[src/rtl/pih_pkg.sv]
// ----------------------------------------------------------------------------
// pih_pkg: shared definitions for the point-in-hexahedron test
// Coordinate and datapath widths, action codes and the fixed table of the
// twelve corner triangles that tile the element surface.
// ----------------------------------------------------------------------------
package pih_pkg;

	localparam int COORD_BITS   = 16;
	localparam int DIMENSIONS   = 3;
	localparam int FACE_COUNT   = 12;
	localparam int CORNER_COUNT = 8;

	localparam int CORNER_IDX_BITS = $clog2(CORNER_COUNT);
	localparam int FACE_IDX_BITS   = $clog2(FACE_COUNT);
	localparam int CORNER_BITS     = DIMENSIONS * COORD_BITS;

	// Edge vectors, cross-product terms, normal, scaled centroid vector,
	// dot-product terms and the dot-product accumulator.
	localparam int EDGE_BITS  = COORD_BITS + 1;
	localparam int CROSS_BITS = 2 * EDGE_BITS;
	localparam int NORM_BITS  = CROSS_BITS + 1;
	localparam int CENT_BITS  = COORD_BITS + 3;
	localparam int PROD_BITS  = NORM_BITS + CENT_BITS;
	localparam int ACC_BITS   = PROD_BITS + 2;

	localparam logic ACT_LOAD = 1'b0;
	localparam logic ACT_TEST = 1'b1;

	typedef logic signed [COORD_BITS-1:0] coord_t;
	typedef logic [CORNER_IDX_BITS-1:0]   corner_idx_t;
	typedef logic [FACE_IDX_BITS-1:0]     face_idx_t;

	typedef struct packed {
		coord_t x;
		coord_t y;
		coord_t z;
	} corner_t;

	typedef struct packed {
		corner_idx_t v1;
		corner_idx_t v2;
		corner_idx_t v3;
	} tri_t;

	// Corner triangles of the element, wound so that the normal
	// (v2-v1)x(v2-v3) points out of the element.
	function automatic tri_t tri_corners(face_idx_t face);
		tri_t t;
		case (face)
			4'd0:    t = '{3'd0, 3'd1, 3'd2};
			4'd1:    t = '{3'd2, 3'd3, 3'd0};
			4'd2:    t = '{3'd6, 3'd5, 3'd4};
			4'd3:    t = '{3'd4, 3'd7, 3'd6};
			4'd4:    t = '{3'd5, 3'd1, 3'd0};
			4'd5:    t = '{3'd0, 3'd4, 3'd5};
			4'd6:    t = '{3'd6, 3'd7, 3'd3};
			4'd7:    t = '{3'd3, 3'd2, 3'd6};
			4'd8:    t = '{3'd1, 3'd5, 3'd6};
			4'd9:    t = '{3'd6, 3'd2, 3'd1};
			4'd10:   t = '{3'd7, 3'd4, 3'd0};
			4'd11:   t = '{3'd0, 3'd3, 3'd7};
			default: t = '{3'd0, 3'd0, 3'd0};
		endcase
		return t;
	endfunction

endpackage

[src/rtl/pih_if.sv]
// ----------------------------------------------------------------------------
// pih channel interfaces
// Valid/ready channels for input items and result items.
// ----------------------------------------------------------------------------
interface pih_item_if;
	logic                valid;
	logic                ready;
	logic                action;
	pih_pkg::corner_idx_t vertex_index;
	pih_pkg::coord_t     coord_x;
	pih_pkg::coord_t     coord_y;
	pih_pkg::coord_t     coord_z;

	modport source (output valid, action, vertex_index, coord_x, coord_y, coord_z,
		input ready);
	modport sink (input valid, action, vertex_index, coord_x, coord_y, coord_z,
		output ready);
endinterface

interface pih_result_if;
	logic valid;
	logic ready;
	logic inside_res;

	modport source (output valid, inside_res, input ready);
	modport sink (input valid, inside_res, output ready);
endinterface

[src/rtl/point_in_hexahedron_test_top.sv]
// ----------------------------------------------------------------------------
// point_in_hexahedron_test_top: point-in-hexahedron test
// A load transaction is accepted while the sequencer is idle and gives no
// result. A test transaction checks the corner triangles in order and stops
// at the first one that rejects the point; an inside point checks all twelve.
// Each triangle uses the single shared multiplier (nine products a triangle)
// and the one read port of the corner memory. Reset clears the sequencer and
// the result register; the corner memory holds nothing until it is loaded.
// ----------------------------------------------------------------------------
module point_in_hexahedron_test_top (
	input  logic       clk,
	input  logic       arst_n,
	pih_item_if.sink   item,
	pih_result_if.source result
);

	localparam int EW = pih_pkg::EDGE_BITS;
	localparam int MW = pih_pkg::CROSS_BITS;
	localparam int NW = pih_pkg::NORM_BITS;
	localparam int CW = pih_pkg::CENT_BITS;
	localparam int PW = pih_pkg::PROD_BITS;
	localparam int AW = pih_pkg::ACC_BITS;

	// Sequencer states. Each triangle walks from ST_RD1 to ST_D2.
	localparam logic [3:0] ST_IDLE = 4'd0;
	localparam logic [3:0] ST_RD1  = 4'd1;
	localparam logic [3:0] ST_RD2  = 4'd2;
	localparam logic [3:0] ST_RD3  = 4'd3;
	localparam logic [3:0] ST_EDGE = 4'd4;
	localparam logic [3:0] ST_NX0  = 4'd5;
	localparam logic [3:0] ST_NX1  = 4'd6;
	localparam logic [3:0] ST_NY0  = 4'd7;
	localparam logic [3:0] ST_NY1  = 4'd8;
	localparam logic [3:0] ST_NZ0  = 4'd9;
	localparam logic [3:0] ST_NZ1  = 4'd10;
	localparam logic [3:0] ST_D0   = 4'd11;
	localparam logic [3:0] ST_D1   = 4'd12;
	localparam logic [3:0] ST_D2   = 4'd13;
	localparam logic [3:0] ST_DONE = 4'd14;

	localparam pih_pkg::face_idx_t LAST_FACE =
		pih_pkg::FACE_IDX_BITS'(pih_pkg::FACE_COUNT - 1);

	logic [3:0]           state_q;
	pih_pkg::face_idx_t   face_q;
	logic                 inside_q;
	logic                 res_valid_q;
	logic                 res_bit_q;

	// Corner memory: written by load transactions, read one corner a cycle.
	pih_pkg::corner_t     corner_mem [pih_pkg::CORNER_COUNT];
	pih_pkg::corner_t     rd_q;
	pih_pkg::corner_idx_t rd_addr;
	pih_pkg::tri_t        tri_cur;

	// Test point and per-triangle datapath registers.
	pih_pkg::corner_t     p_q;
	pih_pkg::corner_t     v1_q;
	pih_pkg::corner_t     v2_q;
	logic signed [EW-1:0] e1_q [3];
	logic signed [EW-1:0] e2_q [3];
	logic signed [CW-1:0] c_q [3];
	logic signed [NW-1:0] n_q [3];
	logic signed [MW-1:0] tmp_q;
	logic signed [AW-1:0] acc_q;

	logic                 item_acc;
	logic                 start_test;
	logic                 mem_we;
	logic signed [NW-1:0] mul_a;
	logic signed [CW-1:0] mul_b;
	logic signed [PW-1:0] prod;
	logic signed [AW-1:0] dot_sum;
	logic                 out_free;

	assign item.ready   = (state_q == ST_IDLE);
	assign item_acc     = item.valid && item.ready;
	assign start_test   = item_acc && (item.action == pih_pkg::ACT_TEST);
	assign mem_we       = item_acc && (item.action == pih_pkg::ACT_LOAD);

	assign result.valid      = res_valid_q;
	assign result.inside_res = res_bit_q;
	assign out_free          = !res_valid_q || result.ready;

	// The triangle's three corners are fetched in order through the one port.
	assign tri_cur = pih_pkg::tri_corners(face_q);

	always_comb begin
		case (state_q)
			ST_RD2:  rd_addr = tri_cur.v2;
			ST_RD3:  rd_addr = tri_cur.v3;
			default: rd_addr = tri_cur.v1;
		endcase
	end

	always_ff @(posedge clk) begin
		if (mem_we) begin
			corner_mem[item.vertex_index] <= '{item.coord_x, item.coord_y, item.coord_z};
		end
		rd_q <= corner_mem[rd_addr];
	end

	// Shared signed multiplier. The cross-product states feed it edge
	// components; the dot-product states feed it normal and centroid terms.
	always_comb begin
		mul_a = '0;
		mul_b = '0;
		case (state_q)
			ST_NX0: begin
				mul_a = NW'(e1_q[1]);
				mul_b = CW'(e2_q[2]);
			end
			ST_NX1: begin
				mul_a = NW'(e1_q[2]);
				mul_b = CW'(e2_q[1]);
			end
			ST_NY0: begin
				mul_a = NW'(e1_q[2]);
				mul_b = CW'(e2_q[0]);
			end
			ST_NY1: begin
				mul_a = NW'(e1_q[0]);
				mul_b = CW'(e2_q[2]);
			end
			ST_NZ0: begin
				mul_a = NW'(e1_q[0]);
				mul_b = CW'(e2_q[1]);
			end
			ST_NZ1: begin
				mul_a = NW'(e1_q[1]);
				mul_b = CW'(e2_q[0]);
			end
			ST_D0: begin
				mul_a = n_q[0];
				mul_b = c_q[0];
			end
			ST_D1: begin
				mul_a = n_q[1];
				mul_b = c_q[1];
			end
			ST_D2: begin
				mul_a = n_q[2];
				mul_b = c_q[2];
			end
			default: begin
				mul_a = '0;
				mul_b = '0;
			end
		endcase
	end

	assign prod    = mul_a * mul_b;
	assign dot_sum = acc_q + AW'(prod);

	// Datapath registers. They carry no reset; the sequencer qualifies them.
	always_ff @(posedge clk) begin
		if (start_test) begin
			p_q <= '{item.coord_x, item.coord_y, item.coord_z};
		end
		case (state_q)
			ST_RD2: v1_q <= rd_q;
			ST_RD3: v2_q <= rd_q;
			ST_EDGE: begin
				// Edges share v2; the centroid vector is kept scaled by three.
				e1_q[0] <= EW'(v2_q.x) - EW'(v1_q.x);
				e1_q[1] <= EW'(v2_q.y) - EW'(v1_q.y);
				e1_q[2] <= EW'(v2_q.z) - EW'(v1_q.z);
				e2_q[0] <= EW'(v2_q.x) - EW'(rd_q.x);
				e2_q[1] <= EW'(v2_q.y) - EW'(rd_q.y);
				e2_q[2] <= EW'(v2_q.z) - EW'(rd_q.z);
				c_q[0]  <= CW'(v1_q.x) + CW'(v2_q.x) + CW'(rd_q.x)
					- ((CW'(p_q.x) <<< 1) + CW'(p_q.x));
				c_q[1]  <= CW'(v1_q.y) + CW'(v2_q.y) + CW'(rd_q.y)
					- ((CW'(p_q.y) <<< 1) + CW'(p_q.y));
				c_q[2]  <= CW'(v1_q.z) + CW'(v2_q.z) + CW'(rd_q.z)
					- ((CW'(p_q.z) <<< 1) + CW'(p_q.z));
			end
			ST_NX0, ST_NY0, ST_NZ0: tmp_q <= MW'(prod);
			ST_NX1: n_q[0] <= NW'(tmp_q) - NW'(prod);
			ST_NY1: n_q[1] <= NW'(tmp_q) - NW'(prod);
			ST_NZ1: n_q[2] <= NW'(tmp_q) - NW'(prod);
			ST_D0:  acc_q <= AW'(prod);
			ST_D1:  acc_q <= dot_sum;
			default: begin
			end
		endcase
	end

	// Sequencer and result register.
	always_ff @(posedge clk or negedge arst_n) begin
		if (!arst_n) begin
			state_q     <= ST_IDLE;
			face_q      <= '0;
			inside_q    <= 1'b0;
			res_valid_q <= 1'b0;
			res_bit_q   <= 1'b0;
		end else begin
			// The done state refills the register itself when the old result leaves.
			if (res_valid_q && result.ready && (state_q != ST_DONE)) begin
				res_valid_q <= 1'b0;
			end
			case (state_q)
				ST_IDLE: begin
					if (start_test) begin
						face_q  <= '0;
						state_q <= ST_RD1;
					end
				end
				ST_RD1:  state_q <= ST_RD2;
				ST_RD2:  state_q <= ST_RD3;
				ST_RD3:  state_q <= ST_EDGE;
				ST_EDGE: state_q <= ST_NX0;
				ST_NX0:  state_q <= ST_NX1;
				ST_NX1:  state_q <= ST_NY0;
				ST_NY0:  state_q <= ST_NY1;
				ST_NY1:  state_q <= ST_NZ0;
				ST_NZ0:  state_q <= ST_NZ1;
				ST_NZ1:  state_q <= ST_D0;
				ST_D0:   state_q <= ST_D1;
				ST_D1:   state_q <= ST_D2;
				ST_D2: begin
					// A negative dot product puts the point outside; zero is inside.
					if (dot_sum[AW-1]) begin
						inside_q <= 1'b0;
						state_q  <= ST_DONE;
					end else if (face_q == LAST_FACE) begin
						inside_q <= 1'b1;
						state_q  <= ST_DONE;
					end else begin
						face_q  <= face_q + 1'b1;
						state_q <= ST_RD1;
					end
				end
				ST_DONE: begin
					// Wait here if the previous result has not been taken yet.
					if (out_free) begin
						res_valid_q <= 1'b1;
						res_bit_q   <= inside_q;
						state_q     <= ST_IDLE;
					end
				end
				default: state_q <= ST_IDLE;
			endcase
		end
	end

`ifndef SYNTH
	// The face counter never runs past the last triangle.
	a_face_range: assert property (@(posedge clk) disable iff (!arst_n)
		face_q <= LAST_FACE)
		else $error("face counter out of range");

	// A test transaction starts the triangle walk on the next cycle.
	a_test_starts: assert property (@(posedge clk) disable iff (!arst_n)
		start_test |=> (state_q == ST_RD1 && face_q == '0))
		else $error("test transaction did not start the sequencer");

	// A load transaction leaves the sequencer idle.
	a_load_idle: assert property (@(posedge clk) disable iff (!arst_n)
		mem_we |=> (state_q == ST_IDLE))
		else $error("load transaction disturbed the sequencer");

	// Leaving the done state always presents a result.
	a_done_result: assert property (@(posedge clk) disable iff (!arst_n)
		(state_q == ST_DONE && out_free)
		|=> (result.valid && result.inside_res == $past(inside_q)))
		else $error("finished test did not present its result");
`endif

endmodule
[src/flat_wrapper.sv]
// flat-port wrapper written by rule: the top's interface ports become plain ports
module point_in_hexahedron_test_top_flat 
  (clk, arst_n, item_valid, item_action, item_vertex_index, item_coord_x, item_coord_y, item_coord_z, item_ready, result_valid, result_inside_res, result_ready);
  pih_item_if item_i ();
  pih_result_if result_i ();
  input  logic clk;
  input  logic arst_n;
  input wire logic [$bits(item_i.valid)-1:0] item_valid;
  input wire logic [$bits(item_i.action)-1:0] item_action;
  input wire logic [$bits(item_i.vertex_index)-1:0] item_vertex_index;
  input wire logic [$bits(item_i.coord_x)-1:0] item_coord_x;
  input wire logic [$bits(item_i.coord_y)-1:0] item_coord_y;
  input wire logic [$bits(item_i.coord_z)-1:0] item_coord_z;
  output wire logic [$bits(item_i.ready)-1:0] item_ready;
  output wire logic [$bits(result_i.valid)-1:0] result_valid;
  output wire logic [$bits(result_i.inside_res)-1:0] result_inside_res;
  input wire logic [$bits(result_i.ready)-1:0] result_ready;
  assign item_i.valid = item_valid;
  assign item_i.action = item_action;
  assign item_i.vertex_index = item_vertex_index;
  assign item_i.coord_x = item_coord_x;
  assign item_i.coord_y = item_coord_y;
  assign item_i.coord_z = item_coord_z;
  assign item_ready = item_i.ready;
  assign result_valid = result_i.valid;
  assign result_inside_res = result_i.inside_res;
  assign result_i.ready = result_ready;
  point_in_hexahedron_test_top u_core (.clk(clk), .arst_n(arst_n), .item(item_i), .result(result_i));
endmodule
[config.mk]
export PLATFORM = sky130hd
export DESIGN_NAME = point_in_hexahedron_test_top_flat
export DESIGN_NICKNAME = d
export VERILOG_FILES = /design/src/rtl/pih_pkg.sv /design/src/rtl/pih_if.sv /design/src/rtl/point_in_hexahedron_test_top.sv /design/src/flat_wrapper.sv
export SDC_FILE = /design/constraint.sdc
export NUM_CORES = 2
export LEC_CHECK = 0
export BUFFER_PORTS_ARGS = -buffer_cell sky130_fd_sc_hd__buf_2
export CAP_MARGIN = 40
export CORE_ASPECT_RATIO = 0.75
export CORE_UTILIZATION = 35
export DETAILED_ROUTE_END_ITERATION = 16
export MAX_ROUTING_LAYER = met4
export PLACE_DENSITY = 0.59
export SLEW_MARGIN = 5
export SYNTH_ARGS = -nofsm -noshare
export SYNTH_HDL_FRONTEND = slang
export SYNTH_SLANG_ARGS = --single-unit
[constraint.sdc]
create_clock -name clk -period 38.8 [get_ports clk]
set_input_delay 3.88 -clock clk [delete_from_list [all_inputs] [get_ports clk]]
set_output_delay 3.88 -clock clk [all_outputs]
set_load 0.01 [all_outputs]
== Word level (Yosys, flattened, before mapping) ==
Memory sizes are Yosys's and may differ from the RTL's. A register that Yosys moved wholly into a read port is not among the register bits.
Index checks and enable logic that the tools add are counted.

* Register bits after elaboration: 245
* Latch bits: 0
* Bits in writable memories: 648
* Bits in read-only memories: 144
* Input port bits: 56
* Output and inout port bits: 3
* Memories: 6

{| class="wikitable"
|+ Memory list
! name !! depth !! width !! read ports !! clocked after Yosys merged registers in !! write ports !! RTL line !! text
|-
| u_core.corner_mem || 8 || 48 || 1 || 1 || 1 || point_in_hexahedron_test_top.sv:51 || <nowiki>pih_pkg::corner_t corner_mem [pih_pkg::CORNER_COUNT];</nowiki>
|-
| (no name shown) || 16 || 9 || 1 || 0 || 0 || pih_pkg.sv:49 || <nowiki>case (face)</nowiki>
|-
| u_core.n_q || 3 || 35 || 3 || 0 || 1 || point_in_hexahedron_test_top.sv:63 || <nowiki>logic signed [NW-1:0] n_q [3];</nowiki>
|-
| u_core.c_q || 3 || 19 || 3 || 0 || 3 || point_in_hexahedron_test_top.sv:62 || <nowiki>logic signed [CW-1:0] c_q [3];</nowiki>
|-
| u_core.e1_q || 3 || 17 || 3 || 0 || 3 || point_in_hexahedron_test_top.sv:60 || <nowiki>logic signed [EW-1:0] e1_q [3];</nowiki>
|-
| u_core.e2_q || 3 || 17 || 3 || 0 || 3 || point_in_hexahedron_test_top.sv:61 || <nowiki>logic signed [EW-1:0] e2_q [3];</nowiki>
|}

* $add $sub $neg: 21
* Multipliers: 1
* Div/mod/pow operators: 0
* Order comparisons: 0
* Equality and inequality tests: 20
* Shift operators: 0
* Multiplexer cells: 34
* Bitwise operators: 1
* Reduce and logical (&&, ||, !) cells: 24

{| class="wikitable"
|+ Operator list
! operator !! count
|-
| $pmux W35 S6 || 1
|-
| $pmux W19 S6 || 1
|-
| $pmux W56 S2 || 1
|-
| $add A17 B16 Y18 || 6
|-
| $sub A16 B16 Y17 || 6
|-
| $mux W35 || 2
|-
| $reduce_or A35 Y1 || 2
|-
| $pmux W4 S15 || 1
|-
| $sub A19 B19 Y19 || 3
|-
| $add A56 B54 Y56 || 1
|-
| $mul A35 B19 Y54 || 1
|-
| $add A16 B16 Y17 || 3
|-
| $sub A34 B35 Y35 || 1
|-
| $eq A4 B4 Y1 const B || 8
|-
| $mux W4 || 7
|-
| $mux W1 || 17
|-
| $eq A4 B3 Y1 const B || 4
|-
| $reduce_or A2 Y1 || 6
|-
| $eq A4 B2 Y1 const B || 2
|-
| $pmux W4 S2 || 1
|-
| $ne A2 B2 Y1 const B || 3
|-
| $pmux W3 S2 || 1
|-
| $reduce_and A2 Y1 || 3
|-
| $reduce_bool A2 Y1 || 3
|-
| 12 further kinds || 17
|}

== Longest topological paths before layout ==
* Word-level depth: 7
* Mapped depth: 49

== Least setup slack after synthesis ==
OpenSTA, ideal clock, no wires.

* Path type: register to register
* Start point: register u_core.state_q[1]
* End point: memory u_core.c_q[0][0] (netlist name), enable pin
* Library setup time: 0.872 ns
* Arrival time: 11.597 ns
* Path slack: 26.331 ns
* Stages on the path, launching flop included: 4
* Cells stage by stage: dfrtp_1 -> clkbuf_1 -> buf_1 -> nor3_1

{| class="wikitable"
|+ RTL lines
! element !! RTL line !! text
|-
| start, declared || point_in_hexahedron_test_top.sv:44 || <nowiki>logic [3:0] state_q;</nowiki>
|-
| start signal, assigned || point_in_hexahedron_test_top.sv:192 || <nowiki>state_q <= ST_IDLE;</nowiki>
|-
| start signal, assigned || point_in_hexahedron_test_top.sv:206 || <nowiki>state_q <= ST_RD1;</nowiki>
|-
| start signal, assigned || point_in_hexahedron_test_top.sv:209 || <nowiki>ST_RD1: state_q <= ST_RD2;</nowiki>
|-
| end, declared || point_in_hexahedron_test_top.sv:62 ||
|}

== Final worst setup path ==
* Start point: register u_core.state_q[1]
* End point: register u_core.face_q[0]

* Longest elaborated chain between the ends: 7
* Elaborated cells between the ends (all ways): 28

{| class="wikitable"
|+ Ends and longest elaborated chain
! element !! RTL line !! text
|-
| $eq A4 B3 Y1 or $eq A4 B4 Y1 (tied branches) || point_in_hexahedron_test_top.sv:108 || <nowiki>case (state_q)</nowiki>
|-
| $reduce_or A2 Y1 (no line) || n/a ||
|-
| $pmux W35 S6 or $pmux W19 S6 (tied branches) || point_in_hexahedron_test_top.sv:108 ||
|-
| $mul A35 B19 Y54 || point_in_hexahedron_test_top.sv:152 || <nowiki>assign prod = mul_a * mul_b;</nowiki>
|-
| $add A56 B54 Y56 || point_in_hexahedron_test_top.sv:153 || <nowiki>assign dot_sum = acc_q + AW'(prod);</nowiki>
|-
| $ne A2 B2 Y1 (no line) || n/a ||
|-
| $reduce_and A4 Y1 (no line) || n/a ||
|-
| end signal, assigned || point_in_hexahedron_test_top.sv:230 || <nowiki>face_q <= face_q + 1'b1;</nowiki>
|-
| end, declared || point_in_hexahedron_test_top.sv:45 || <nowiki>pih_pkg::face_idx_t face_q;</nowiki>
|}

Several ways; a longest one is shown, not always the timed one.
A chain may end at the register's enable or synchronous reset.

==> results.cfg <==
[run_status]
outcome = completed

[sta]
final_max_slew_viol_count = 0
period_share_pct = 33.5
finalSetupViolations = 0
worst_slew_pin_slew_ns = 1.22
fmax_ghz = 0.0770
post-route-worst-setup-slack_ns = 25.81
rsz0062_at_grt = no
finalClockSkew_ns = 0.0692
min_period_ns = 12.99
max-slew-margin-rel_pct = 18.8
tns_ns = 0
finalHoldViolations = 0

[job]
cap_violations = 0

[synthesis]
synthDistinctLibCells = 84
ys_seq_area_share_pct = 38.9
synth.net_count = 8058
syn-cell-area_sq_mm = 0.0712
synthFlopType = edfxtp_1
ys_ff_latch = 941
async_flop_share_pct = 1.17
synth-edff-count = 882
avgSynthCellArea_sq_um = 10.4
syn_inst = 6817
yosys_warnings = 0

[routing]
firstDrtPassIters = 11
antenna_left = 0
wl_per_cell_um = 21.8
route.detailed.drc = 0
vias = 50347
wirelength_um = 210000
drt_iter0_markers = 5257
viasPerCell = 5.23

[global_routing]
busiest_layer = met1
grt_pass1_vias = 50697
grt_pass1_wl_um = 320000
grt_usage_pct = 21.4
grtUsageMet2_pct = 29.0
overflow = 0
grt_max_degree = 160
grtUsageMet3_pct = 5.25
use_met1_pct = 31.8
grt_antenna_before_repair = 7

[setup_path]
crit_family = adder cells
crit_start = u_core.state_q[1]$_DFFE_PN0P_
startpoint_type = register
required_ns = 39.37
max_stage_delay_ns = 0.92
worstPathMaxFanout = 58
cp_common_cell = fa_1
r2r_start = u_core.state_q[1]$_DFFE_PN0P_
arrival_ns = 13.57
criticalPathCategory = reg2reg
path_buf_inv = 4
crit_path_top_delay_cell = nand3_1
end_kind = register

[cells_and_area]
layout_commonest_cell = nand2_1
area_growth_pct = 10.6
filler_cell_count = 19573
drive_gt1_share_pct = 5.95
utilization_pct = 38.9
finalNetCount = 8092
layout_common_cells = 1141 x nand2_1, 882 x edfxtp_1, 869 x inv_1

[placed_design]
portBuffers = 58
dp.final_hpwl_um = 158000
dp_slack_ns = 25.66
globalplace.congestion = 0.970

[clock_network]
post_cts_buffers = 0
clk_pin_slew_worst_paths_ns = 0.06
cts_sinks = 941
numCtsBuffers = 101
clk_latency_ns = 0.74
cts_tree = done
holdBufCountCts = 0
cts.repair.resized = 0
cts-root-buf = clkbuf_16
h-tree-depth = 3
clk_path_buf_depth = 3

[min_path]
hp-class = reg2reg
hold_start = u_core.inside_q$_DFFE_PN0P_

[floorplan]
dieArea_sq_mm = 0.205
die_h_um = 393
pin_count = 59
initial_core_util_pct = 35.2
dieWidth_um = 523
core_sq_mm = 0.202
row_count = 143
## synth_stat cells, drive strengths merged, types with 52 or more instances
library cell     n  share of area [%]
a21o            99                1.0
nand3          320                2.2
xnor2          193                2.4
fa             707                 20
xor2           122                1.5
clkbuf         220                1.2
a21oi          241                1.7
nor2b           76               0.67
edfxtp         882                 37
o21a            52               0.55
o21ai          239                1.7
ha             478                8.4
inv            870                4.6
nor3            74               0.53
nor2           432                2.3
nand2         1142                6.0
## flip-flops by register name, summed over array words and instances, names as in the netlist
name	count
u_core.corner_mem	384
u_core.n_q	105
u_core.c_q	57
u_core.acc_q	56
u_core.e1_q	51
u_core.e2_q	51
u_core.p_q	48
u_core.rd_q	48
u_core.v1_q	48
u_core.v2_q	48
u_core.tmp_q	34
u_core.face_q	4
u_core.state_q	4
u_core.inside_q	1
u_core.result.inside_res	1
u_core.result.valid	1
## per-stage QoR
stage	instance area (sq um)	cells	hold slack [ns]
6_report	78800	9623	0.523
5_1_grt	78800	9622	0.536
4_1_cts	78700	9620	0.523
3_5_place_dp	75300	9429	0.503
3_3_place_gp	74900	9409	0.503
2_1_floorplan	71200	6817	0.467
## kinds of logic after synthesis
group | synth area share (%)
buf+inv | 5.91
xor+xnor | 3.87
mux | 0.227
fa+ha+maj | 28.3
flops | 38.9
compound gates | 8.86
simple gates | 13.9
## final timing paths
check | slack [ns] | cells past startpoint | to
hold / removal | 0.52 | 1 | u_core.result.inside_res$_DFFE_PN0P_
min in group asynchronous | 3.05 | 1 | u_core.face_q[3]$_DFFE_PN0P_
setup reg to reg | 25.81 | 37 | u_core.face_q[0]$_DFFE_PN0P_
hold reg to reg | 0.52 | 1 | u_core.result.inside_res$_DFFE_PN0P_
max in group asynchronous | 35.45 | 1 | u_core.state_q[2]$_DFFE_PN0P_
setup / recovery | 25.81 | 37 | u_core.face_q[0]$_DFFE_PN0P_
## metal layers
metal	part of all wire, %	vias up	routed length, um
met5	0	-	0
met4	1.9	0	4060
met3	10	215	21500
met2	40	1955	83600
met1	48	25142	100000
li1	-	23035	-
## layout make-up
class                           instances  area [sq um]  share of cell area (%)
Antenna cell                            2          5.00                 0.00635
Clock buffer                          138          2800                    3.55
Clock inverter                         53           628                   0.798
Inverter                              870          3270                    4.15
Multi-Input combinational cell       4755         39500                    50.2
Sequential cell                       941         27700                    35.2
Tap cell                             2682          3360                    4.26
Timing Repair Buffer                  182          1470                    1.87
Power is left out: the tool's default activity adds up to more than one toggle a clock period on the data nets, which glitch-free logic cannot reach.
